$ cat src/design/hi3d_pkg.sv
// hi3d_pkg: types and fixed constants for the 3d hilbert index pipeline
// no dependencies; imported by hilbert_index_3d

package hi3d_pkg;

    // input coordinate width and internal width with one guard bit
    localparam int COORD_W = 16;
    localparam int INT_W   = COORD_W + 1;

    typedef logic signed [COORD_W-1:0] coord_t;
    typedef logic signed [INT_W-1:0]   icoord_t;

    // +1.0 in internal units (2^-15)
    localparam icoord_t ONE_Q = icoord_t'(17'sd32768);

    // x,y quadrant codes, value is the number of eighths added
    typedef enum logic [1:0] {
        QUAD_PP = 2'd0,   // x >= 0, y >= 0
        QUAD_PN = 2'd1,   // x >= 0, y < 0
        QUAD_NN = 2'd2,   // x < 0,  y < 0
        QUAD_NP = 2'd3    // x < 0,  y >= 0
    } quad_t;

    // halve-and-double translate: p -> 2p - sgn(p), sgn(0) = +1
    function automatic icoord_t translate(input icoord_t p);
        icoord_t dbl;
        dbl = p <<< 1;
        return (p >= 0) ? icoord_t'(dbl - ONE_Q) : icoord_t'(dbl + ONE_Q);
    endfunction

    // quadrant of the point in the x,y plane
    function automatic quad_t quadrant(input icoord_t x, input icoord_t y);
        quad_t q;
        if (x >= 0)
            q = (y >= 0) ? QUAD_PP : QUAD_PN;
        else
            q = (y < 0) ? QUAD_NN : QUAD_NP;
        return q;
    endfunction

endpackage

$ cat src/design/hilbert_index_3d.sv
// hilbert_index_3d: 3d point to hilbert-style curve position, one level per stage
// depends on hi3d_pkg (types, translate and quadrant helpers)
//
// every level is one register stage of the pipeline; the last stage is the output
// throughput: one item per cycle while the output is not stalled
// a stall on the output holds the whole pipeline, nothing is lost or repeated
// reset: asynchronous, clears the stage valid bits only; no other state

module hilbert_index_3d #(
    parameter int LEVELS = 15
) (
    input  logic                    clk,
    input  logic                    rst_n,
    input  logic                    in_valid,
    output logic                    in_stall,
    input  hi3d_pkg::coord_t        coord_x,
    input  hi3d_pkg::coord_t        coord_y,
    input  hi3d_pkg::coord_t        coord_z,
    output logic                    out_valid,
    input  logic                    out_stall,
    output logic [3*LEVELS:0]       curve_index
);
    import hi3d_pkg::*;

    localparam int SUM_W = 3 * LEVELS + 1;

    typedef logic [SUM_W-1:0] sum_t;

    // per-stage registers
    logic    valid_reg [LEVELS];
    icoord_t x_reg     [LEVELS];
    icoord_t y_reg     [LEVELS];
    icoord_t z_reg     [LEVELS];
    sum_t    sum_reg   [LEVELS];
    logic    neg_reg   [LEVELS];

    logic advance;

    // whole pipeline moves unless the output item is held
    assign advance  = !valid_reg[LEVELS-1] || !out_stall;
    assign in_stall = !advance;

    genvar i;
    generate
        for (i = 0; i < LEVELS; i++)
        begin : g_level
            localparam sum_t SPAN = sum_t'(1) << (3 * (LEVELS - i));

            logic    v_in;
            icoord_t x_in, y_in, z_in;
            sum_t    s_in;
            logic    n_in;

            icoord_t z_m, x_t, y_t, z_t;
            sum_t    s_m, add, s_next;
            logic    n_next;
            quad_t   q;
            icoord_t x_next, y_next, z_next;

            // stage input: ports for the first level, previous stage otherwise
            if (i == 0)
            begin : g_first
                assign v_in = in_valid;
                assign x_in = icoord_t'(coord_x);
                assign y_in = icoord_t'(coord_y);
                assign z_in = icoord_t'(coord_z);
                assign s_in = '0;
                assign n_in = 1'b0;
            end
            else
            begin : g_rest
                assign v_in = valid_reg[i-1];
                assign x_in = x_reg[i-1];
                assign y_in = y_reg[i-1];
                assign z_in = z_reg[i-1];
                assign s_in = sum_reg[i-1];
                assign n_in = neg_reg[i-1];
            end

            // one refinement level
            always_comb
            begin
                // mirror positive z, add the span with the running sign
                if (z_in > 0)
                begin
                    z_m    = -z_in;
                    s_m    = n_in ? s_in - SPAN : s_in + SPAN;
                    n_next = !n_in;
                end
                else
                begin
                    z_m    = z_in;
                    s_m    = s_in;
                    n_next = n_in;
                end

                // quadrant offset in eighths of the span
                q      = quadrant(x_in, y_in);
                add    = {{(SUM_W-2){1'b0}}, q} << (3 * (LEVELS - i - 1));
                s_next = n_next ? s_m - add : s_m + add;

                x_t = translate(x_in);
                y_t = translate(y_in);
                z_t = translate(z_m);

                // fixed axis rotations chosen by quadrant
                case (q)
                    QUAD_PP:
                    begin
                        x_next = -z_t;
                        y_next = x_t;
                        z_next = -y_t;
                    end
                    QUAD_NP:
                    begin
                        x_next = -x_t;
                        y_next = -y_t;
                        z_next = z_t;
                    end
                    default:
                    begin
                        x_next = y_t;
                        y_next = -z_t;
                        z_next = -x_t;
                    end
                endcase
            end

            // stage valid bit
            always_ff @(posedge clk or negedge rst_n)
            begin
                if (!rst_n)
                    valid_reg[i] <= 1'b0;
                else if (advance)
                    valid_reg[i] <= v_in;
            end

            // stage payload
            always_ff @(posedge clk)
            begin
                if (advance)
                begin
                    x_reg[i]   <= x_next;
                    y_reg[i]   <= y_next;
                    z_reg[i]   <= z_next;
                    sum_reg[i] <= s_next;
                    neg_reg[i] <= n_next;
                end
            end
        end
    endgenerate

    // last stage is the output register
    assign out_valid   = valid_reg[LEVELS-1];
    assign curve_index = sum_reg[LEVELS-1];

endmodule

$ cat config.mk
export PLATFORM = sky130hd
export DESIGN_NAME = hilbert_index_3d
export DESIGN_NICKNAME = d
export VERILOG_FILES = /design/src/design/hi3d_pkg.sv /design/src/design/hilbert_index_3d.sv
export SDC_FILE = /design/constraint.sdc
export NUM_CORES = 2
export LEC_CHECK = 0
export BUFFER_PORTS_ARGS = -buffer_cell sky130_fd_sc_hd__buf_2
export CAP_MARGIN = 20
export CORE_MARGIN = 10
export CORE_UTILIZATION = 35
export DETAILED_ROUTE_END_ITERATION = 8
export GPL_TIMING_DRIVEN = 0
export SYNTH_ARGS = -nofsm -noshare
export SYNTH_HDL_FRONTEND = slang
export SYNTH_SLANG_ARGS = --single-unit
$ cat constraint.sdc
create_clock -name clk -period 51.9 [get_ports clk]
set_input_delay 5.19 -clock clk [delete_from_list [all_inputs] [get_ports clk]]
set_output_delay 5.19 -clock clk [all_outputs]
set_load 0.03 [all_outputs]
-- After elaboration in Yosys (flattened, before gate mapping)
Memories as Yosys holds them, arrays and structs flattened.
Index checks and enable logic that the tools add are counted.
W data, S select, Z words.
- memories: 5
- register bits: 15
- bits of input ports: 52
- memory bits (writable): 1470
- word-level logic and storage cells: 562
- output and inout bits: 48
- memory list (memory ; words ; width ; read ports ; clocked after memory_dff ; write ports ; RTL line ; RTL):
    sum_reg ; 15 ; 46 ; 15 ; 0 ; 15 ; hilbert_index_3d.sv:34 ; sum_t sum_reg [LEVELS];
    x_reg ; 15 ; 17 ; 14 ; 0 ; 15 ; hilbert_index_3d.sv:31 ; icoord_t x_reg [LEVELS];
    y_reg ; 15 ; 17 ; 14 ; 0 ; 15 ; hilbert_index_3d.sv:32 ; icoord_t y_reg [LEVELS];
    z_reg ; 15 ; 17 ; 14 ; 0 ; 15 ; hilbert_index_3d.sv:33 ; icoord_t z_reg [LEVELS];
    neg_reg ; 15 ; 1 ; 14 ; 0 ; 15 ; hilbert_index_3d.sv:35 ; logic neg_reg [LEVELS];
- eq/ne operators: 15
- $add $sub $neg: 208
- reductions and logical operators: 33
- order comparisons: 75
- multiplexer cells: 211
- operators by type and width (cell ; count):
    $mux W46 ; 44
    $pmux W17 S2 ; 45
    $mux W17 ; 60
    $neg A17 Y17 ; 59
    $add A17 B17 Y17 const B ; 45
    $sub A17 B17 Y17 const B ; 45
    $ge A17 B1 Y1 const B ; 43
    $gt A17 B1 Y1 const B ; 14
    $lt A17 B1 Y1 const B ; 14
    $mux W1 ; 47
    $add A46 B10 Y46 const B ; 1
    $add A46 B11 Y46 ; 1
    $add A46 B13 Y46 const B ; 1
    $add A46 B14 Y46 ; 1
    $add A46 B16 Y46 const B ; 1
    $add A46 B17 Y46 ; 1
    $add A46 B19 Y46 const B ; 1
    $add A46 B2 Y46 ; 1
    $add A46 B20 Y46 ; 1
    $add A46 B22 Y46 const B ; 1
    $add A46 B23 Y46 ; 1
    $add A46 B25 Y46 const B ; 1
    $add A46 B26 Y46 ; 1
    $add A46 B28 Y46 const B ; 1
    53 further kinds ; 112

-- Logic depth before layout (Yosys ltp)
An unclocked memory read counts as a cell.
- depth in word-level cells: 7
- depth in mapped cells: 29
- gate-level depth less buffers: 29

-- Worst setup path after synthesis
No wires, ideal clock.
- kind: input-to-output
- start: input out_stall
- end: output in_stall
- slack: 15.070 ns
- stages: 3
- arrival: 31.640 ns
- path buffers: 1
- cells stage by stage: nand2_1 > clkbuf_1 > inv_1
- longest elaborated chain between the ends: 3
- RTL lines (item ; RTL line ; RTL):
    start, declared ; hilbert_index_3d.sv:20 ; input logic out_stall,
    $logic_not A1 Y1 ; hilbert_index_3d.sv:40 ; assign advance = !valid_reg[LEVELS-1] || !out_stall;
    $logic_or A1 B1 Y1 ; hilbert_index_3d.sv:40 ;
    $logic_not A1 Y1 ; hilbert_index_3d.sv:41 ; assign in_stall = !advance;
    end, declared ; hilbert_index_3d.sv:15 ; output logic in_stall,
Every way passes these cells.

-- Worst setup path in the final report
Ends and elaborated chain as after synthesis.

==> flow_summary.json <==
{
  "status": "complete, no violations",
  "crit_required_ns": 46.71,
  "worstPathArrival_ns": 7.28,
  "synthesis.area_sq_um": 73970,
  "synthArstFlopShare_pct": 1.877,
  "max_slew_margin_pct": 29.89,
  "dp_cells": 11360,
  "fin_tns_setup_ns": 0,
  "syn_inst": 8432,
  "setup_viol": 0,
  "max_freq_mhz": 80.17,
  "syn-num-nets": 9202,
  "maxSlewViolCount": 0,
  "syn_to_final_growth_pct": 11.35,
  "core_area_sq_um": 210000,
  "rsz0062_at_grt": "no",
  "globalplace.congestion": 0.9102,
  "cp_max_fo": 65,
  "cts_tree": "done",
  "path_clk_slew_ns": 0.06,
  "cp_top_family": "buffers and inverters",
  "post-dp-hpwl_um": 163500,
  "first_pass_iters": 6,
  "synth_top_cell_by_area": "edfxtp_1",
  "r2r_start": "z_reg[1][99]$_DFFE_PN_",
  "critPathBufInv": 7,
  "grtUsageTotal_pct": 17.02,
  "crit_path_cell_trace": "buf_2 -> nand2_1 -> clkbuf_4 -> buf_16 -> buf_16 -> buf_16 -> inv_1 -> buf_2",
  "slowest_delay_ns": 0.45,
  "numCtsBuffers": 102,
  "post_cts_buffers": 0,
  "seq_area_frac_synth_pct": 32.33,
  "synth_edf_count": 784,
  "start_kind": "input pin",
  "grt_overflow": 0,
  "io_pins": 100,
  "period_needed_ns": 12.47,
  "vias": 63330,
  "htreeDepth": 3,
  "cts_buffer_depth": 3,
  "antenna_found_initial": 4,
  "synth_ff_type": "edfxtp_1",
  "tightest_slew_ns": 1.052,
  "die_x_um": 479.7,
  "hold_path_class": "reg -> reg",
  "die_h_um": 479.7,
  "fp.dieArea_sq_um": 230100,
  "r2r_slack_ns": 44.99,
  "yosys-top-cells-area": "edfxtp_1, ha_1, xnor2_1",
  "drive_gt1_share_pct": 4.710,
  "hold_viol": 0,
  "end_kind": "output port",
  "initial_utilization_pct": 35.23,
  "viasPerCell": 5.481,
  "grt_pass1_vias": 60760,
  "whs_path_depth": 1,
  "grt_pass1_wl_um": 327400,
  "cpMaxStageDelayCell": "clkbuf_4",
  "portBuffers": 94,
  "rows": 168,
  "synth.avg_cell_area_sq_um": 8.773,
  "root_buffer": "clkbuf_16",
  "cts.sinks": 799,
  "hold_buffers": 0,
  "crit_top_cell": "buf_16",
  "fillCellCount": 20840,
  "drc": 0,
  "r2r_end": "sum_reg[1][320]$_DFFE_PN_",
  "drtAntennaViolNets": 0,
  "cts_resized": 0,
  "clock_skew_ns": 0.05629,
  "r2r_cells": 18,
  "layoutNonFillerInstCount": 11550,
  "critical_path_class": "in -> out",
  "timing.final.crit_share_pct": 24.03,
  "ys_ff_latch": 799,
  "wl_per_cell_um": 17.78,
  "yosysUniqueCellTypes": 87,
  "drt_wl_total_um": 205500,
  "grt_max_degree": 73,
  "finalNetCount": 9428,
  "min_from": "g_level[14].v_in$_DFFE_PN0N_",
  "first_iter_violations": 4716,
  "synth_warnings": 0,
  "hold_end": "out_valid$_DFFE_PN0N_",
  "drv_cap": 0,
  "clock_latency_ns": 0.76,
  "yosysTopAreaCellShare_pct": 31.83,
  "largest_reg_flops": 375
}
## worst max path at each step
| stage | start | endpoint | slack, ns | cells past startpoint |
|---|---|---|---|---|
| after floorplan | out_stall | in_stall | 15.07 | 3 |
| after global placement | out_stall | in_stall | 10.75 | 5 |
| after detailed placement | out_stall | in_stall | 39.37 | 8 |
| after CTS | out_stall | in_stall | 39.37 | 8 |
| after global routing | out_stall | in_stall | 39.22 | 8 |
| final | out_stall | in_stall | 39.43 | 8 |
## Yosys cell counts, drive strengths merged, types with 71 or more instances
master	instances
nand2	1007
o21ai	787
edfxtp	784
ha	704
xnor2	686
a21oi	605
nor2	562
xor2	424
inv	345
a22oi	288
a21o	272
clkbuf	233
nor3	206
nand3	121
o21bai	116
nand2b	108
o21a	106
nor2b	85
a31oi	71
## final cells by class
| type | instances | area [sq um] | area share, % |
|---|---|---|---|
| antenna | 2 | 5.005 | 0.006076 |
| buffer | 263 | 996.0 | 1.209 |
| sequential | 799 | 23920 | 29.04 |
| timing repair buffer | 122 | 1144 | 1.388 |
| clock inverter | 76 | 1036 | 1.258 |
| multi-input combinational | 7025 | 47780 | 58.00 |
| inverter | 345 | 1295 | 1.572 |
| clock buffer | 117 | 2691 | 3.267 |
| tap | 2805 | 3510 | 4.261 |
## cells in the final DEF (no fill, tap or decap), types with 107 or more instances in the layout
master / count
xor2_1: 423
o21ai_0: 784
a21oi_1: 603
ha_1: 704
nand3_1: 121
xnor2_1: 685
a21o_1: 272
o21bai_1: 116
nor2_1: 562
a22oi_1: 288
edfxtp_1: 784
clkbuf_1: 241
inv_1: 343
nor3_1: 206
nand2b_1: 107
nand2_1: 1007
## per-stage QoR
| stage | area, sq um | worst slack (ns) | hold slack (ns) | util, % |
|---|---|---|---|---|
| floorplan | 73970 | 15.07 | 0.4305 | - |
| global route | 82370 | 39.22 | 0.5226 | 39.23 |
| CTS | 82310 | 39.37 | 0.4830 | 39.20 |
| finish | 82370 | 39.43 | 0.4738 | 39.23 |
| global placement | 77950 | 10.75 | 0.4489 | 37.12 |
| detailed placement | 78590 | 39.37 | 0.4790 | 37.42 |
## metal layers
layer	track usage, %	share of wire [%]	vias up
li1	-	-	31500
met1	22.72	46	30070
met2	28.65	47	1476
met5	0	0.0063	-
met3	1.979	4.6	275
met4	5.382	2.8	2
## cells by family after synthesis
logic type                 Yosys count  share of synthesized area, %
and+or+nand+nor                   2459                         15.19
AOI/OAI and AO/OA                 2655                         22.76
DFF                                799                         32.33
buffers and inverters              608                         3.092
xor gates and xnor gates          1110                         13.16
muxes                               83                         1.174
adders and majority gates          718                         12.29
Power is not shown: default switching activity piles up to over one toggle a cycle in this logic, so the estimate is an artifact.
